==> src/hdl/shp2_pkg.sv <==
// Shared constants, types and helpers of the SH order-2 projection block.
`default_nettype none
package shp2_pkg;

    localparam int ACC_WIDTH = 48;
    localparam int MAX_SIDE  = 4096;
    localparam int SIDE_W    = 13;
    localparam int CNT_W     = $clog2(MAX_SIDE);
    localparam int COLOR_W   = 32;
    localparam int OUT_W     = 48;
    localparam int NCOEF     = 27;

    localparam logic [1:0] CFG_WIDTH  = 2'd0;
    localparam logic [1:0] CFG_HEIGHT = 2'd1;

    localparam logic [SIDE_W-1:0] RST_WIDTH  = 13'd1024;
    localparam logic [SIDE_W-1:0] RST_HEIGHT = 13'd512;

    // sine polynomial, Q30
    localparam logic [31:0] S1  = 32'd1686629713;
    localparam logic [31:0] S3  = 32'd693598668;
    localparam logic [31:0] S5  = 32'd85569306;
    localparam logic [31:0] S7  = 32'd5026995;
    localparam logic [31:0] S9  = 32'd172272;
    localparam logic [31:0] S11 = 32'd3864;

    localparam logic signed [32:0] Q30ONE = 33'sd1073741824;
    localparam logic signed [32:0] SHC0   = 33'sd302897200;
    localparam logic signed [32:0] SHC1   = 33'sd524633476;
    localparam logic signed [32:0] SHC2   = 33'sd1173114482;
    localparam logic signed [32:0] SHC3   = 33'sd338649581;
    localparam logic signed [32:0] SHC4   = 33'sd586557241;
    localparam logic [31:0] TWO_PI_SQ_Q26 = 32'd1324675879;

    typedef struct packed {
        logic [SIDE_W-1:0] w;
        logic [SIDE_W-1:0] h;
    } t_dims;

    typedef struct packed {
        logic [COLOR_W-1:0] red;
        logic [COLOR_W-1:0] green;
        logic [COLOR_W-1:0] blue;
        logic [CNT_W-1:0]   col;
        logic [CNT_W-1:0]   row;
        logic               last;
    } t_pix;

    function automatic logic [SIDE_W-1:0] eff_side(input logic [SIDE_W-1:0] v);
        logic [SIDE_W-1:0] r;
        if (v == '0) begin
            r = SIDE_W'(1);
        end else if (32'(v) > MAX_SIDE) begin
            r = SIDE_W'(MAX_SIDE);
        end else begin
            r = v;
        end
        return r;
    endfunction

endpackage
`default_nettype wire

==> src/hdl/shp2_fifo.sv <==
// Two-entry queue between the pixel front and the projection back.
`default_nettype none
module shp2_fifo (
    input  wire logic          i_clk,
    input  wire logic          i_rst_n,
    input  wire logic          i_push,
    input  wire shp2_pkg::t_pix i_data,
    output logic               o_not_full,
    input  wire logic          i_pop,
    output shp2_pkg::t_pix     o_data,
    output logic               o_valid
);
    shp2_pkg::t_pix r_mem [2];
    logic       r_wptr;
    logic       r_rptr;
    logic [1:0] r_count;

    assign o_not_full = (r_count != 2'd2);
    assign o_valid    = (r_count != 2'd0);
    assign o_data     = r_mem[r_rptr];

    always_ff @(posedge i_clk) begin
        if (i_push) begin
            r_mem[r_wptr] <= i_data;
        end
    end

    always_ff @(posedge i_clk) begin
        if (!i_rst_n) begin
            r_wptr  <= 1'b0;
            r_rptr  <= 1'b0;
            r_count <= 2'd0;
        end else begin
            if (i_push) r_wptr <= ~r_wptr;
            if (i_pop)  r_rptr <= ~r_rptr;
            r_count <= r_count + 2'(i_push) - 2'(i_pop);
        end
    end
endmodule
`default_nettype wire

==> config.mk <==
export PLATFORM = sky130hd
export DESIGN_NAME = shp2_fifo
export DESIGN_NICKNAME = d
export VERILOG_FILES = /design/src/hdl/shp2_pkg.sv /design/src/hdl/shp2_fifo.sv
export SDC_FILE = /design/constraint.sdc
export NUM_CORES = 1
export LEC_CHECK = 0
export BUFFER_PORTS_ARGS = -buffer_cell sky130_fd_sc_hd__buf_2
export CORE_ASPECT_RATIO = 0.7
export CORE_MARGIN = 3
export CORE_UTILIZATION = 35
export DETAILED_ROUTE_END_ITERATION = 8
export GPL_ROUTABILITY_DRIVEN = 1
export PLACE_DENSITY = 0.69
export SETUP_SLACK_MARGIN = 0.3
export SYNTH_ARGS = -nofsm -noshare
export SYNTH_HDL_FRONTEND = slang
export SYNTH_SLANG_ARGS = --single-unit
==> constraint.sdc <==
create_clock -name i_clk -period 12 [get_ports i_clk]
set_input_delay 1.2 -clock i_clk [delete_from_list [all_inputs] [get_ports i_clk]]
set_output_delay 1.2 -clock i_clk [all_outputs]
set_load 0.005 [all_outputs]
==> metrics.md, run 1 <==
| Metric | Value |
|---|---|
| Status | `complete, no violations` |
| Hold path depth | `2` |
| Final setup fails | `0` |
| Sequential-to-total area share from yosys stat | `0.822` |
| Setup crit end kind | `primary output` |
| Final net count | `789` |
| Sw Pwr | `404 µW` |
| Post-route antenna net violation count | `0` |
| Final worst-path cycle share | `0.331` |
| CTS root buf | `clkbuf_16` |
| Worst r2r path cells | `2` |
| Port-buffer cells | `247` |
| Largest net degree at the start of global routing | `67` |
| Vias in the first global route | `4910` |
| Compound-Gate Fraction of Synth Area | `0.000838` |
| Crit path depth | `3` |
| CTS Buf Count | `25` |
| Unique masters post-synth | `15` |
| DR iter-0 viols | `161` |
| Final wirelength | `17300 µm` |
| Crit-path cells | `buf_4, mux2_2, buf_2` |
| Delay-heaviest family, CP | `buffers and inverters` |
| RSZ-0062 raised after global routing | `no` |
| Post-Synth Simple-Gate Area | `0.00600` |
| Die height | `140 µm` |
| Final GP Congestion | `0.702` |
| Maximum VDD drop | `121 µV` |
| Initial antenna violation count | `3` |
| Final Worst Setup Slack | `8.03 ns` |
| Final hold vios | `0` |
| Synth Register Bits | `247` |
| Internal | `1.49 mW` |
| RR Startpoint | `r_wptr` |
| DIE WIDTH | `197 µm` |
| Peak Freq | `252 MHz` |
| Detail Placement HPWL | `11400 µm` |
| Syn Inst Count | `397` |
| Min Tclk post-route | `3.97 ns` |
| Sw Ratio | `0.213` |
| Largest family of logic cells by synthesized area | `multiplexers` |
| Mux contribution to synthesized area | `0.152` |
| Setup tns final | `0 ns` |
| Count of hold-fix buffers inserted at cts | `0` |
| Logic gate share of total power | `0.090` |
| Leading cell type in the layout, fill and taps excluded | `buf_2` |
| Drt first pass iters | `4` |
| Mapped Avg Cell Area | `22.6 µm²` |
| RR Endpoint | `r_mem[1][61]` |
| Mapped Nets | `524` |
| CTS sink cnt | `247` |
| Hold Path Class | `reg2reg` |
| Final cell count without fillers | `1006` |
| CP Data Arrival Time | `2.77 ns` |
| Worst relative slew slack | `0.401` |
| Total die area | `0.0276 mm²` |
| Area grow syn2layout | `26.1%` |
| Post-synthesis xor/xnor area fraction | `0.00349` |
| Crit Path Category | `reg2out` |
| # placed instances | `960` |
| Part of the power in the clock network | `0.375` |
| Worst Skew | `0.00867 ns` |
| Clk pin slew, worst setup/hold paths | `0.06 ns` |
| First-pass GRT wire length | `26600 µm` |
| Startpoint Class | `flop` |
| IO Pins | `248` |
| R2R Setup Slk | `9.67 ns` |
| CTS-repair resized insts | `0` |
| Ys Warns | `0` |
| Cell area after synthesis | `0.00896 mm²` |
| Power Density | `168 mW/mm²` |
| DRC violations left | `0` |
| H-tree depth | `1` |
| Hold WS | `0.577 ns` |
| Longest Clk Path Bufs | `3` |
| Post-CTS Setup Inserts | `0` |
| Reg power frac | `0.535` |
| CP max FO | `66` |
| Most frequent cells in the layout | `buf_2 (247), edfxtp_1 (242), mux2_2 (121)` |
| CP max stage delay | `0.82 ns` |
| CP max stage cell | `dfxtp_4` |
| Adder and majority gate portion of the synthesized area | `0.00279` |
| Avg WL per Cell | `17.1 µm` |
| Vias/cell | `4.54` |
| Clock Latency Late Sink | `0.52 ns` |
| Pleak | `4.20 nW` |
| Worst-margin pin slew | `0.899 ns` |
| Buf+Inv Stages, Crit Path | `2` |
| Total gr overflow | `0` |
| CTS tree | `built` |
| Starting Density | `0.359` |
| Placement Setup Slack | `8.50 ns` |
| Row cnt | `48` |
| MaxCap Viol Count | `0` |
| Max-slew violations | `0` |
| Vias after detailed routing | `4571` |
| PnR Total Power | `1.90 mW` |
| Core area | `0.0249 mm²` |
| Required time worst endpoint | `10.80 ns` |
| GRT Total Usage | `0.122` |
| Layout cells sized above 1 | `0.604` |
| Hold Crit Start | `r_rptr` |
-- cell type report --
cell class,instances,area (µm²)
Timing Repair Buffer,251,1270
Inverter,2,7.51
Fill cell,2182,13600
Sequential cell,247,7370
Clock buffer,28,637
Tap cell,325,407
Clock inverter,17,118
Multi-Input combinational cell,135,1490
Antenna cell,1,2.50
-- per-layer routing --
layer / share of wire / GRT usage / routed length (µm)
met1: 0.42 / 0.158 / 7330
met2: 0.45 / 0.190 / 7780
met3: 0.10 / 0.0549 / 1780
met4: 0.020 / 0.0281 / 338
met5: 0.0013 / 0 / 23
-- power groups by stage --
stage	Sequential [mW]	Clock (mW)	Combinational (mW)
after floorplan	1.03	0	0.0964
after detailed placement	1.03	0	0.173
final	1.02	0.712	0.170
after CTS	1.02	0.737	0.174
after global routing	1.02	0.776	0.187
after global placement	1.03	0	0.169
-- kinds of logic (layout without fill, tap and decap cells) --
kind of cell | Yosys count | after routing
other cells | 0 | 1
xor+xnor | 2 | 2
compound gates | 1 | 1
buf+inv | 15 | 298
mux | 121 | 121
simple gates | 9 | 9
fa+ha+maj | 2 | 2
flops | 247 | 247
-- worst max-delay path by stage --
| stage | start | end | slack, ns |
|---|---|---|---|
| after floorplan | i_push | r_mem[0][0] | 4.90 |
| after global placement | flop | o_data[47] | 8.53 |
| after detailed placement | flop | o_data[110] | 8.50 |
| after CTS | flop | o_data[47] | 7.93 |
| after global routing | flop | o_data[47] | 7.82 |
| final | flop | o_data[47] | 8.03 |
-- cells in the mapped netlist, drive strengths merged --
| library cell | instances | area, µm² |
|---|---|---|
| xor2 | 1 | 8.76 |
| and2 | 4 | 25.0 |
| ha | 2 | 25.0 |
| nand2 | 1 | 3.75 |
| or2 | 1 | 6.26 |
| xnor3 | 1 | 22.5 |
| edfxtp | 242 | 7270 |
| buf | 13 | 105 |
| inv | 2 | 7.51 |
| dfxtp | 5 | 100 |
| o21a | 1 | 7.51 |
| mux2 | 121 | 1360 |
| nor2b | 3 | 18.8 |
-- flip-flops by register name, summed over array words and instances, names as in the netlist, named ones only --
signal and cells:
r_count 2, r_mem 242, r_rptr 1, r_wptr 1
-- worst reg2reg max path, cell delays in order (launching register included) --
cell and delay [ns]:
dfxtp_1 0.39, and2_4 0.73, buf_4 0.79
-- metrics by stage --
step	util	instance area, µm²
final	0.453	11300
after global routing	0.453	11300
after CTS	0.453	11300
after detailed placement	0.423	10500
after global placement	0.423	10500
after floorplan	-	8960
No activity file was read; power rests on OpenSTA's default activity.
==> inputs of run 2 (changes only) <==
--- a/config.mk
+++ b/config.mk
@@ -5,13 +5,14 @@
 export SDC_FILE = /design/constraint.sdc
 export NUM_CORES = 1
 export LEC_CHECK = 0
+export ABC_AREA = 1
 export BUFFER_PORTS_ARGS = -buffer_cell sky130_fd_sc_hd__buf_2
 export CORE_ASPECT_RATIO = 0.7
 export CORE_MARGIN = 3
 export CORE_UTILIZATION = 35
 export DETAILED_ROUTE_END_ITERATION = 8
 export GPL_ROUTABILITY_DRIVEN = 1
-export PLACE_DENSITY = 0.69
+export PLACE_DENSITY = 0.71
 export SETUP_SLACK_MARGIN = 0.3
 export SYNTH_ARGS = -nofsm -noshare
 export SYNTH_HDL_FRONTEND = slang
==> constraint.sdc (replaced) <==
create_clock -name i_clk -period 3.6 [get_ports i_clk]
set_input_delay 0.36 -clock i_clk [delete_from_list [all_inputs] [get_ports i_clk]]
set_output_delay 0.36 -clock i_clk [all_outputs]
set_load 0.005 [all_outputs]
==> run 2 against run 1 <==
Register-to-register slack worse by 7.9 ns. Via count increased by 1.2%. Global-route usage is 0.25 points higher.
==> metrics.md, run 2 <==
| Metric | Value |
|---|---|
| Compound-Gate Fraction of Synth Area | `0.000557` |
| Maximum VDD drop | `441 µV` |
| GRT Total Usage | `0.124` |
| Pleak | `4.32 nW` |
| Final wirelength | `18000 µm` |
| First-pass GRT wire length | `27000 µm` |
| CTS Buf Count | `25` |
| Worst-margin pin slew | `0.709 ns` |
| CP max stage delay | `0.55 ns` |
| Crit Path Category | `reg2out` |
| Initial antenna violation count | `2` |
| Number of synthesized flops with an enable pin | `242` |
| Post-synthesis xor/xnor area fraction | `0` |
| Hold Path Class | `in2reg` |
| Unique masters post-synth | `12` |
| Synth area leaders | `edfxtp_1 (81%), mux2_2 (15%), buf_6 (1.1%)` |
| Post-Synth Simple-Gate Area | `0.00766` |
| Worst relative slew slack | `0.527` |
| CP max stage cell | `dfxtp_4` |
| Die height | `140 µm` |
| RSZ-0062 raised after global routing | `no` |
| RR Startpoint | `r_wptr` |
| CTS sink cnt | `247` |
| Top-area cell type share of the netlist area | `0.809` |
| Starting Density | `0.360` |
| Mux contribution to synthesized area | `0.152` |
| Row cnt | `48` |
| Cell area after synthesis | `0.00898 mm²` |
| Max-slew violations | `0` |
| DR iter-0 viols | `152` |
| Clock Latency Late Sink | `0.51 ns` |
| Final GP Congestion | `0.757` |
| Total die area | `0.0276 mm²` |
| Setup tns final | `0 ns` |
| H-tree depth | `1` |
| Max FFs per register | `242` |
| Required time worst endpoint | `3.24 ns` |
| Hold Crit Start | `i_data[108]` |
| Power Density | `584 mW/mm²` |
| Fillcell total | `2129` |
| Mapped Nets | `536` |
| Mapped Avg Cell Area | `22.0 µm²` |
| Synth Register Bits | `247` |
| Avg WL per Cell | `17.6 µm` |
| Detail Placement HPWL | `11700 µm` |
| PnR Total Power | `6.73 mW` |
| Vias/cell | `4.54` |
| Most frequent cells in the layout | `buf_2 (247), edfxtp_1 (242), mux2_2 (121)` |
| Final setup fails | `0` |
| DIE WIDTH | `197 µm` |
| CTS tree | `built` |
| Largest net degree at the start of global routing | `122` |
| Adder and majority gate portion of the synthesized area | `0.00279` |
| CP Data Arrival Time | `2.11 ns` |
| Leading cell type in the layout, fill and taps excluded | `buf_2` |
| Status | `complete, no violations` |
| Longest Clk Path Bufs | `3` |
| Vias after detailed routing | `4626` |
| Min Tclk post-route | `2.47 ns` |
| Worst Skew | `0.00808 ns` |
| CTS-repair resized insts | `0` |
| Drt first pass iters | `4` |
| CP max FO | `35` |
| Top_reg_cell synth | `edfxtp_1` |
| Post-route antenna net violation count | `0` |
| Startpoint Class | `flop` |
| CTS root buf | `clkbuf_16` |
| Largest reg by FF count | `r_mem` |
| IO Pins | `248` |
| MaxCap Viol Count | `0` |
| Peak Freq | `405 MHz` |
| Top flop regs | `r_mem (242), r_count (2)` |
| Syn Inst Count | `409` |
| Clk pin slew, worst setup/hold paths | `0.06 ns` |
| Setup crit end kind | `primary output` |
| Area grow syn2layout | `28.2%` |
| Final hold vios | `0` |
| Most numerous cell in the Yosys netlist | `edfxtp_1` |
| Crit-path cells | `buf_4, mux2_2, buf_2` |
| DRC violations left | `0` |
| Largest area contributor in the netlist | `edfxtp_1` |
| Share of async-settable or async-resettable flops after synthesis | `0` |
| Core area | `0.0249 mm²` |
| Total gr overflow | `0` |
| Final net count | `803` |
| Post-synth top cells | `edfxtp_1 (242), mux2_2 (121), nand2_1 (10)` |
| Ys Warns | `0` |
| R2R Setup Slk | `1.79 ns` |
| Layout cells sized above 1 | `0.598` |
| Sequential-to-total area share from yosys stat | `0.821` |
| Vias in the first global route | `4985` |
| Port-buffer cells | `247` |
| Final worst-path cycle share | `0.685` |
| Largest family of logic cells by synthesized area | `multiplexers` |
==> run 2: changes by cell type after synthesis, sizes merged, moves of 3 or more <==
| cell | previous run | this run |
|---|---|---|
| inv | 2 | 7 |
| and2 | 4 | 0 |
| nor2b | 3 | 0 |
| nor2 | 0 | 7 |
| nand2 | 1 | 10 |
==> run 2: per-layer routing <==
| metal | global-route usage | wire length [µm] | part of all wire | up-vias |
|---|---|---|---|---|
| met4 | 0.0285 | 360 | 0.020 | 4 |
| li1 | - | - | - | 2149 |
| met2 | 0.200 | 8210 | 0.46 | 171 |
| met5 | 0 | 27 | 0.0015 | - |
| met1 | 0.158 | 7710 | 0.43 | 2272 |
| met3 | 0.0527 | 1690 | 0.094 | 30 |
==> run 2: cell type report <==
class	count	area, µm²	area share
repair buffers	253	1320	0.115
multi-input cells	142	1470	0.128
clock buffers	27	633	0.0550
clock inverters	18	278	0.0241
flip-flops and latches	247	7370	0.640
well taps	325	407	0.0353
inverters	7	28.8	0.00250
diodes	1	2.50	0.000217
==> run 2: metrics by stage <==
stage / setup slack [ns] / instance area, µm² / hold slack, ns / util / cells
6_report: 1.13 / 11500 / 0.0331 / 0.462 / 1020
5_1_grt: 0.993 / 11500 / 0.00138 / 0.462 / 1019
4_1_cts: 1.08 / 11500 / 0.00120 / 0.461 / 1018
3_5_place_dp: 1.65 / 10600 / 0.483 / 0.425 / 973
3_3_place_gp: 1.67 / 10600 / 0.478 / 0.425 / 973
2_1_floorplan: 0.318 / 8990 / 0.453 / - / 409
==> run 2: worst max-delay path: cells and delay by family (launching register included) <==
| family | cells | cell delay (ns) |
|---|---|---|
| buffers and inverters | 2 | 0.62 |
| flip-flops | 1 | 0.55 |
| multiplexers | 1 | 0.40 |
==> run 2: report_power, final <==
group          switching (mW)  leakage (nW)  internal (mW)
combinational           0.257          1.56          0.264
clock                    1.05         0.442           1.78
sequential             0.0443          2.31           3.33
total                    1.35          4.32           5.37
==> run 2: final timing paths <==
check | cells after the start | endpoint
max | 3 | o_data[100]
min | 1 | r_mem[1][108]
max reg2reg | 3 | r_mem[1][36]
min reg2reg | 2 | flop
==> run 2: timing repair <==
| action | CTS | global route |
|---|---|---|
| hold endpoints to repair | 0 | 2 |
| buffers inserted | 0 | 0 |
| hold buffers | 0 | 1 |
==> run 2: kinds of logic after synthesis <==
logic type,after synthesis
AO/OA/AOI/OAI,1
adder cells (fa/ha/maj),2
buffers and inverters,20
flip-flops,247
multiplexers,121
AND/OR/NAND/NOR,18
