===== src/hdl/shp2_pkg.sv =====
// Shared constants, types and helpers of the SH order-2 projection block.
`default_nettype none
package shp2_pkg;

    localparam int ACC_WIDTH = 48;
    localparam int MAX_SIDE  = 4096;
    localparam int SIDE_W    = 13;
    localparam int CNT_W     = $clog2(MAX_SIDE);
    localparam int COLOR_W   = 32;
    localparam int OUT_W     = 48;
    localparam int NCOEF     = 27;

    localparam logic [1:0] CFG_WIDTH  = 2'd0;
    localparam logic [1:0] CFG_HEIGHT = 2'd1;

    localparam logic [SIDE_W-1:0] RST_WIDTH  = 13'd1024;
    localparam logic [SIDE_W-1:0] RST_HEIGHT = 13'd512;

    // sine polynomial, Q30
    localparam logic [31:0] S1  = 32'd1686629713;
    localparam logic [31:0] S3  = 32'd693598668;
    localparam logic [31:0] S5  = 32'd85569306;
    localparam logic [31:0] S7  = 32'd5026995;
    localparam logic [31:0] S9  = 32'd172272;
    localparam logic [31:0] S11 = 32'd3864;

    localparam logic signed [32:0] Q30ONE = 33'sd1073741824;
    localparam logic signed [32:0] SHC0   = 33'sd302897200;
    localparam logic signed [32:0] SHC1   = 33'sd524633476;
    localparam logic signed [32:0] SHC2   = 33'sd1173114482;
    localparam logic signed [32:0] SHC3   = 33'sd338649581;
    localparam logic signed [32:0] SHC4   = 33'sd586557241;
    localparam logic [31:0] TWO_PI_SQ_Q26 = 32'd1324675879;

    typedef struct packed {
        logic [SIDE_W-1:0] w;
        logic [SIDE_W-1:0] h;
    } t_dims;

    typedef struct packed {
        logic [COLOR_W-1:0] red;
        logic [COLOR_W-1:0] green;
        logic [COLOR_W-1:0] blue;
        logic [CNT_W-1:0]   col;
        logic [CNT_W-1:0]   row;
        logic               last;
    } t_pix;

    function automatic logic [SIDE_W-1:0] eff_side(input logic [SIDE_W-1:0] v);
        logic [SIDE_W-1:0] r;
        if (v == '0) begin
            r = SIDE_W'(1);
        end else if (32'(v) > MAX_SIDE) begin
            r = SIDE_W'(MAX_SIDE);
        end else begin
            r = v;
        end
        return r;
    endfunction

endpackage
`default_nettype wire


===== src/hdl/shp2_front.sv =====
// Pixel front: tracks column and row and marks the frame's last pixel.
`default_nettype none
module shp2_front (
    input  wire logic                        i_clk,
    input  wire logic                        i_rst_n,
    input  wire shp2_pkg::t_dims             i_dims,
    input  wire logic                        i_clear,
    input  wire logic                        i_valid,
    input  wire logic                        i_fifo_ready,
    input  wire logic [shp2_pkg::COLOR_W-1:0] i_red,
    input  wire logic [shp2_pkg::COLOR_W-1:0] i_green,
    input  wire logic [shp2_pkg::COLOR_W-1:0] i_blue,
    output logic                             o_push,
    output shp2_pkg::t_pix                   o_item
);
    logic [shp2_pkg::CNT_W-1:0]  r_col;
    logic [shp2_pkg::CNT_W-1:0]  r_row;
    logic [shp2_pkg::SIDE_W-1:0] col1;
    logic [shp2_pkg::SIDE_W-1:0] row1;
    logic                        wrap;
    logic                        frame_end;

    always_comb begin
        col1      = shp2_pkg::SIDE_W'(r_col) + shp2_pkg::SIDE_W'(1);
        row1      = shp2_pkg::SIDE_W'(r_row) + shp2_pkg::SIDE_W'(1);
        wrap      = (col1 >= i_dims.w);
        frame_end = wrap && (row1 >= i_dims.h);
    end

    assign o_push       = i_valid && i_fifo_ready;
    assign o_item.red   = i_red;
    assign o_item.green = i_green;
    assign o_item.blue  = i_blue;
    assign o_item.col   = r_col;
    assign o_item.row   = r_row;
    assign o_item.last  = frame_end;

    always_ff @(posedge i_clk) begin
        if (!i_rst_n || i_clear) begin
            r_col <= '0;
            r_row <= '0;
        end else if (o_push) begin
            if (frame_end) begin
                r_col <= '0;
                r_row <= '0;
            end else if (wrap) begin
                r_col <= '0;
                r_row <= row1[shp2_pkg::CNT_W-1:0];
            end else begin
                r_col <= col1[shp2_pkg::CNT_W-1:0];
            end
        end
    end
endmodule
`default_nettype wire


===== config.mk =====
export PLATFORM = sky130hd
export DESIGN_NAME = shp2_front
export DESIGN_NICKNAME = d
export VERILOG_FILES = /design/src/hdl/shp2_pkg.sv /design/src/hdl/shp2_front.sv
export SDC_FILE = /design/constraint.sdc
export NUM_CORES = 1
export LEC_CHECK = 0
export ABC_AREA = 1
export BUFFER_PORTS_ARGS = -buffer_cell sky130_fd_sc_hd__buf_2
export CORE_AREA = 2 2 98 100
export DETAILED_ROUTE_END_ITERATION = 10
export DIE_AREA = 0 0 100 102
export PLACE_DENSITY = 0.69
export SLEW_MARGIN = 30
export SYNTH_ARGS = -nofsm -noshare
export SYNTH_HDL_FRONTEND = slang
export SYNTH_SLANG_ARGS = --single-unit

===== constraint.sdc =====
create_clock -name i_clk -period 3.1 [get_ports i_clk]
set_input_delay 0.155 -clock i_clk [delete_from_list [all_inputs] [get_ports i_clk]]
set_output_delay 0.155 -clock i_clk [all_outputs]
set_load 0.05 [all_outputs]

==> results of run 1 <==
state kept, by name (all words and copies together), names as in the netlist:
signal and flops:
r_col 12, r_row 12
worst max-delay path, delay by kind of cell, from the launching register on:
family | cells | cell delay (ns)
buffers and inverters | 2 | 0.27
DFF | 1 | 0.37
and+or+nand+nor | 9 | 0.93
adders and majority gates | 2 | 0.49
xor gates and xnor gates | 1 | 0.17
AOI/OAI and AO/OA | 1 | 0.21
cell usage after synthesis, types with 4 or more instances:
| cell type | count | area [µm²] |
|---|---|---|
| xor2_1 | 13 | 114 |
| buf_4 | 97 | 728 |
| nor2_1 | 34 | 128 |
| dfxtp_1 | 24 | 480 |
| o21ai_0 | 4 | 20.0 |
| nand3_1 | 20 | 100 |
| ha_1 | 28 | 350 |
| nor3_2 | 12 | 120 |
| nor2_2 | 8 | 50.1 |
| nand4_1 | 7 | 43.8 |
| nand2_1 | 63 | 236 |
| a21oi_1 | 14 | 70.1 |
| inv_1 | 60 | 225 |
what timing repair did:
| action | CTS | global route |
|---|---|---|
| endpoints found under the hold margin | 0 | 0 |
| buffers inserted | 0 | 3 |
| pin swaps | 0 | 2 |
| setup endpoints to repair | 1 | 3 |
| gates resized for setup | 2 | 8 |
cell type report:
| class | instances | area share, % |
|---|---|---|
| inverter | 60 | 8.49 |
| sequential | 24 | 18.3 |
| tap | 111 | 5.24 |
| clock buffer | 3 | 1.56 |
| timing repair buffer | 60 | 11.9 |
| multi-input combinational | 227 | 54.5 |
kinds of logic (layout without fill, tap and decap cells):
group	count (synthesis)	count (layout)	share of synthesized area (%)
buffers and inverters	163	123	34.2
AND/OR/NAND/NOR	157	157	27.4
adder cells (fa/ha/maj)	28	28	12.1
AO/OA/AOI/OAI	26	26	4.96
flip-flops	24	24	16.6
XOR/XNOR	16	16	4.83
routing by layer:
| metal | up-vias | GRT usage (%) |
|---|---|---|
| li1 | 1121 | - |
| met1 | 961 | 13.4 |
| met2 | 85 | 22.5 |
| met3 | 28 | 3.08 |
| met4 | 0 | 7.27 |
| met5 | - | 0 |
per-stage QoR:
stage | power (mW) | cells | setup WS (ns)
floorplan | 0.749 | 414 | 0.200
detailed placement | 0.453 | 479 | 0.292
global route | 0.666 | 485 | -0.00401
finish | 0.628 | 485 | 0.223
global placement | 0.450 | 479 | 0.343
CTS | 0.636 | 482 | 0.0149
worst paths after layout:
check | startpoint | to | slack (ns) | cells after the start
max | r_col[0] | o_item[0] | 0.22 | 15
min reg2reg | r_col[0] | r_col[0] | 0.50 | 2
min | i_red[31] | o_item[120] | 0.31 | 0
max reg2reg | r_col[0] | r_col[8] | 0.28 | 17
power breakdown:
group	total (mW)	switching, mW	internal [mW]
Clock	0.182	0.0952	0.0869
Combinational	0.127	0.0810	0.0456
Sequential	0.319	0.00607	0.313
Total	0.628	0.182	0.445
==> results.yml, run 1 <==
run_status:
  status: "finished, final reports clean"
synthesis:
  postSynthCellCount: 414
  yosys_most_used_dff: "dfxtp_1"
  synth.avg_cell_area_um2: 7.01
  ys_seq_elements: 24
  synth_nets: 569
  synth-edff-count: 0
  yosysWarnings: 0
  seq_area_frac_synth_pct: 16.6
  synth.cell_area_um2: 2900
  synth_cell_types: 31
  ys_async_sr_fraction_pct: 0
setup_path:
  crit_chain: "ha_1 -> nand3_1 -> nor2_2 -> nand2_1 -> inv_1 -> nand3_1 -> xor2_1 -> ha_1 -> nand2_1 -> nor2_2 -> nand2_2 -> nor2_2 -> nor2_4 -> a31oi_2 -> buf_6"
  cp.required_ns: 2.94
  slowest_stage: "dfxtp_2"
  cpMostUsedCell: "nor2_2"
  worstSetupPathType: "register to output pin"
  end_kind: "output pin"
  critPathLaunchType: "register"
  critical_path_arrival_ns: 2.72
  slowest_delay_ns: 0.37
  cp_max_fo: 5
die:
  design.core.area_um2: 9110
  chipHeight_um: 102
  io_pins: 249
  start_util_pct: 31.8
  die_w_um: 100
  die-area_um2: 10200
  rows: 35
drt:
  vias_per_cell: 4.53
  ant_nets: 0
  wire_per_inst_um: 13.2
  top_layer: "met4"
  drcViolationCount: 0
  wl_met1_um: 2440
  dr.pass1.iters: 4
  first_iter_violations: 131
  wirelength_um: 6400
  via_count: 2195
  wl_met3_um: 520
  wl_met2_um: 3190
clocking:
  tritoncts: "yes"
  clock-sinks: 24
  root_buffer: "clkbuf_8"
  numCtsBuffers: 3
  cts_buffer_depth: 2
  hold_buffers: 0
  clkSlewWorstSetupHoldPaths_ns: 0.08
  clock_latency_ns: 0.26
  h-tree-depth: 1
finish:
  seq_area_um2: 484
  stdcell_area_um2: 2650
  area.growth.synth_to_final_pct: -8.54
  layout-drive-gt1-share_pct: 26.5
  fillCellCount: 1003
  multi_input_area_um2: 1450
  final_common_cell: "nand2_1"
  num_antenna_cells: 0
  final_cell_mix: "63 x nand2_1, 60 x inv_1, 55 x buf_2, 31 x nor2_1, 28 x ha_1"
  final_nets: 531
  fin_util_pct: 29.1
sta:
  slew_headroom_pct: 54.6
  period_minus_slack_ns: 2.88
  clock.fmax_mhz: 348
  post-route-period-util_pct: 92.8
  slew_violations: 0
  worst_pin_slew_ns: 0.680
  whs_ns: 0.310
  skew_ns: 0.00166
  setup_viol: 0
  fin_setup_tns_ns: 0
  final_hold_viol_count: 0
pwr:
  p_leak_nw: 1.43
  vdd.ir_drop.worst_mv: 0.114
  powerDensity_nw_per_um2: 237
placed_design:
  placedInstanceArea_um2: 2560
  io_buffers: 56
  dpl.hpwl_um: 5480
  globalplace.congestion: 0.817
global_route:
  grt_pass1_wl_um: 10200
  antenna_found_initial: 0
  grt_use_total_pct: 12.5
  grt_max_degree: 22
  grt_overflow_total: 0
  grt_pass1_vias: 2143
hold_path:
  hold_class: "input port to output pin"
job:
  cap_violations: 0
No activity file was read; power rests on OpenSTA's default activity.
==> run 2: changes to the inputs <==
RECOVER_POWER = 100   (was default)
==> run 2 against run 1 <==
  * Worst setup slack got worse by 0.0015 ns
  * Largest cell class unchanged
  * Power barely moved
  * Non-clock buffer count did not move
  * Flip-flop and latch count did not move
  * Global-route usage did not move
  * Clock skew barely moved
  * Register-to-register slack improved by 0.05 ns
  * Worst hold slack did not move
  * Critical path depth did not move
  * Sequential share of layout area rose by 0.22 points
  * Critical endpoint unchanged
==> results.yml, run 2 (synthesis gave the netlist of run 1 again) <==
hold_path:
  worstHoldEndpoint: "o_item[120]"
  hold_path_startpoint: "i_red[31]"
  hold_class: "input port to output pin"
  min_path_cells: 0
sta:
  worst_pin_slew_ns: 0.681
  slew_violations: 0
  whs_ns: 0.310
  slew_headroom_pct: 54.6
  skew_ns: 0.00206
  post-route-period-util_pct: 92.8
  final_hold_viol_count: 0
  clock.fmax_mhz: 347
  period_minus_slack_ns: 2.88
  setup_viol: 0
die:
  io_pins: 249
  die-area_um2: 10200
  chipHeight_um: 102
  die_w_um: 100
  start_util_pct: 31.8
  design.core.area_um2: 9110
  rows: 35
finish:
  layout-drive-gt1-share_pct: 19.8
  fin_util_pct: 28.8
  final_cell_mix: "63 x nand2_1, 60 x inv_1, 31 x nor2_1, 30 x buf_2, 28 x ha_1"
  reg.largest.list: "r_col (12), r_row (12)"
  final_nets: 531
  fillCellCount: 1014
  final_common_cell: "nand2_1"
  num_antenna_cells: 0
  area.growth.synth_to_final_pct: -9.62
pwr:
  vdd.ir_drop.worst_mv: 0.115
  powerDensity_nw_per_um2: 239
  switching_share_pct: 29.3
  p_leak_nw: 1.32
  switching_power_uw: 184
  seqPwrFrac_pct: 50.9
  clkPwrFrac_pct: 29.2
  p_comb_share_pct: 19.9
  p_int_uw: 444
global_route:
  grt_pass1_wl_um: 10200
  grt_pass1_vias: 2143
  grt_use_total_pct: 12.5
  grt_max_degree: 22
  grt_overflow_total: 0
  antenna_found_initial: 0
setup_path:
  cp.required_ns: 2.94
  r2r-start: "r_col[0]"
  critPathLaunchType: "register"
  r2r-end: "r_col[8]"
  r2r_slack_ns: 0.33
  worstSetupPathType: "register to output pin"
  cp_max_fo: 5
  critical_path_arrival_ns: 2.72
  end_kind: "output pin"
  reg2reg_depth: 17
drt:
  wire_per_inst_um: 13.2
  dr.pass1.iters: 4
  drcViolationCount: 0
  vias_per_cell: 4.53
  via_count: 2197
  first_iter_violations: 103
  ant_nets: 0
  wirelength_um: 6410
run_status:
  status: "finished, final reports clean"
placed_design:
  globalplace.congestion: 0.817
  io_buffers: 56
  dpl.hpwl_um: 5480
clocking:
  clock-sinks: 24
  h-tree-depth: 1
  tritoncts: "yes"
  clock_latency_ns: 0.26
  root_buffer: "clkbuf_8"
  numCtsBuffers: 3
  clkSlewWorstSetupHoldPaths_ns: 0.08
  cts_buffer_depth: 2
job:
  cap_violations: 0
-- run 2: how the worst max path moves through the flow --
| stage | from | endpoint | depth (start not counted) |
|---|---|---|---|
| 5_1_grt | r_col[0] | o_item[0] | 15 |
| 6_report | r_col[0] | o_item[0] | 15 |
| 3_3_place_gp | r_row[0] | o_item[0] | 14 |
| 2_1_floorplan | r_col[0] | r_col[10] | 18 |
| 3_5_place_dp | r_col[0] | o_item[0] | 15 |
| 4_1_cts | r_row[0] | o_item[0] | 15 |
-- run 2: cell type report --
class	instances	area, µm²	share of cell area [%]
clock buffers	3	41.3	1.58
inverters	60	225	8.59
multi-input cells	227	1450	55.2
flip-flops and latches	24	484	18.5
well taps	111	139	5.30
repair buffers	60	285	10.9
-- run 2: routing by layer --
metal  up-vias  track usage, %  routed length [µm]
met5         -               0                   0
met4         0            7.27                 240
met3        28            3.08                 545
met2        83            22.5                3200
met1       963            13.4                2430
li1       1123               -                   -
-- run 2: worst max-delay path: stages (launching register included) --
cell	delay (ns)
dfxtp_2	0.38
ha_1	0.19
nand3_1	0.13
nor2_2	0.17
nand2_1	0.09
inv_1	0.08
nand3_1	0.08
xor2_1	0.17
ha_1	0.30
nand2_1	0.07
nor2_2	0.12
nand2_2	0.08
nor2_2	0.13
nor2_4	0.06
a31oi_2	0.21
buf_6	0.19
-- run 2: stage by stage --
step                      worst slack, ns  setup TNS, ns  power, mW  instance area [µm²]  std cells
final                               0.222              0      0.628                 2620        485
after global placement              0.343              0      0.450                 2560        479
after global routing             -0.00539       -0.00539      0.665                 2620        485
after detailed placement            0.292              0      0.453                 2560        479
after floorplan                     0.200              0      0.749                 2900        414
after CTS                          0.0149              0      0.636                 2610        482
-- run 2: power groups by stage --
stage	Combinational, mW	Clock, mW	Sequential (mW)
floorplan	0.407	0	0.342
global placement	0.124	0	0.326
detailed placement	0.127	0	0.326
global route	0.143	0.202	0.320
finish	0.125	0.183	0.319
CTS	0.128	0.189	0.319
-- run 2: what timing repair did --
| item | 4_1_cts | 5_1_grt |
|---|---|---|
| setup endpoints to repair | 1 | 3 |
| cloned | 0 | 0 |
| hold buffers | 0 | 0 |
| setup buffers | 0 | 3 |
| pin swaps | 0 | 2 |
| resized for setup | 2 | 8 |
==> run 3: changes to the inputs <==
--- a/config.mk
+++ b/config.mk
@@ -8,8 +8,8 @@
 export ABC_AREA = 1
 export BUFFER_PORTS_ARGS = -buffer_cell sky130_fd_sc_hd__buf_2
-export CORE_AREA = 2 2 98 100
+export CORE_AREA = 2 2 97 99
 export DETAILED_ROUTE_END_ITERATION = 10
-export DIE_AREA = 0 0 100 102
-export PLACE_DENSITY = 0.69
+export DIE_AREA = 0 0 99 101
+export PLACE_DENSITY = 0.73
 export RECOVER_POWER = 100
 export SLEW_MARGIN = 30
==> constraint.sdc (replaced) <==
create_clock -name i_clk -period 2.5 [get_ports i_clk]
set_input_delay 0.125 -clock i_clk [delete_from_list [all_inputs] [get_ports i_clk]]
set_output_delay 0.125 -clock i_clk [all_outputs]
set_load 0.005 [all_outputs]
==> run 3 against run 2 <==
  * The run now ends with negative setup slack left
  * Global-route usage grew 0.62 points
  * Sequential power grew 24%
  * Count of clock-buffer cells in the layout did not move
  * Critical endpoint unchanged
==> results.yml, run 3 (synthesis gave the netlist of run 1 again) <==
sta:
  worst_pin_slew_ns: 0.685
  whs_ns: 0.250
  grt_setup_unrepaired: "yes"
  clock.fmax_mhz: 384
  final_hold_viol_count: 0
  skew_ns: 0.00358
  slew_violations: 0
  slew_headroom_pct: 54.3
  post-route-period-util_pct: 104
  setup_viol: 25
  period_minus_slack_ns: 2.60
  setup_ws_ns: -0.105
run_status:
  violations: "negative setup slack"
  status: "finished, violations left"
finish:
  layout-drive-gt1-share_pct: 49.8
  final_common_cell: "buf_2"
  area.growth.synth_to_final_pct: 19.6
  final_nets: 577
  fillCellCount: 865
  num_antenna_cells: 0
  final_cell_mix: "54 x buf_2, 53 x inv_1, 49 x nand2_1, 41 x buf_4, 29 x nor2_1"
  reg.largest.list: "r_col (12), r_row (12)"
clocking:
  clkSlewWorstSetupHoldPaths_ns: 0.08
  cts_buffer_depth: 2
  h-tree-depth: 1
  tritoncts: "yes"
  clock_latency_ns: 0.27
  clock-sinks: 24
  root_buffer: "clkbuf_8"
  hold_buffers: 0
  numCtsBuffers: 3
drt:
  drcViolationCount: 0
  dr.pass1.iters: 4
  first_iter_violations: 86
  top_layer: "met4"
  wl_met2_um: 3650
  wl_met3_um: 459
  vias_per_cell: 4.71
  wl_met1_um: 2900
  wire_per_inst_um: 13.8
  via_count: 2501
  wirelength_um: 7320
  ant_nets: 0
pwr:
  powerDensity_nw_per_um2: 232
  p_leak_nw: 1.79
  vdd.ir_drop.worst_mv: 0.167
placed_design:
  dpl.hpwl_um: 5220
  pre_cts_slack_ns: -0.151
  io_buffers: 56
  globalplace.congestion: 0.854
die:
  chipHeight_um: 101
  rows: 35
  die-area_um2: 10000
  io_pins: 249
  design.core.area_um2: 8980
  die_w_um: 99
  start_util_pct: 32.3
global_route:
  antenna_found_initial: 0
  grt_max_degree: 17
  grt_pass1_vias: 2421
  grt_overflow_total: 0
  grt_pass1_wl_um: 10900
  grt_use_total_pct: 13.1
job:
  cap_violations: 0
setup_path:
  end_kind: "output pin"
  worstSetupPathType: "register to output pin"
  cp.required_ns: 2.38
  critPathLaunchType: "register"
  cp_max_fo: 2
  critical_path_arrival_ns: 2.48
hold_path:
  hold_class: "input port to output pin"
run 3: where the power goes:
group | switching [mW] | internal [mW] | total (mW)
Clock | 0.125 | 0.108 | 0.233
Sequential | 0.00765 | 0.387 | 0.395
Combinational | 0.102 | 0.0751 | 0.178
Total | 0.235 | 0.570 | 0.805
run 3: routing by layer:
metal	GRT usage, %	up-vias
li1	-	1215
met1	15.4	1145
met2	21.9	95
met3	2.29	46
met4	8.96	0
met5	0	-
run 3: path summary, 6_finish.rpt:
path / from / endpoint / slack, ns / cells after the start
hold / removal: i_red[11] / o_item[100] / 0.25 / 0
hold reg to reg: r_row[11] / r_row[11] / 0.51 / 2
setup / recovery: r_row[1] / o_item[0] / -0.10 / 16
setup reg to reg: r_col[1] / r_row[3] / -0.05 / 18
run 3: critical path, cell delays in order, from the launching register on:
cell     delay [ns]
dfxtp_4        0.38
ha_4           0.15
nand3_4        0.08
nor2_4         0.10
buf_4          0.12
nand3_2        0.07
xor2_2         0.16
ha_1           0.31
buf_4          0.13
nand2_1        0.05
a21oi_1        0.06
nor2_1         0.13
nand3_2        0.11
nor2_4         0.11
buf_6          0.11
a31oi_4        0.03
buf_6          0.12
run 3: area by class of cell:
cell class | count | area [µm²] | share of cell area (%)
inverter | 60 | 225 | 6.49
timing repair buffer | 105 | 701 | 20.2
clock buffer | 3 | 41.3 | 1.19
tap | 111 | 139 | 4.00
sequential | 24 | 493 | 14.2
multi-input combinational | 228 | 1870 | 53.9
run 3: per-stage QoR:
stage / setup TNS (ns) / utilization, % / total power [mW] / cells / cell area, µm²
global placement: -1.18 / 31.2 / 0.540 / 511 / 2800
finish: -0.724 / 38.6 / 0.805 / 531 / 3470
detailed placement: -2.72 / 31.2 / 0.545 / 511 / 2800
floorplan: 0 / - / 0.616 / 414 / 2900
global route: -4.45 / 38.6 / 0.851 / 531 / 3470
CTS: -0.247 / 34.6 / 0.787 / 525 / 3100
run 3: repair_timing:
| item | CTS | global route |
|---|---|---|
| cloned | 1 | 0 |
| setup endpoints to repair | 25 | 25 |
| pin swaps | 20 | 27 |
| resized for setup | 44 | 63 |
| buffers inserted | 10 | 6 |
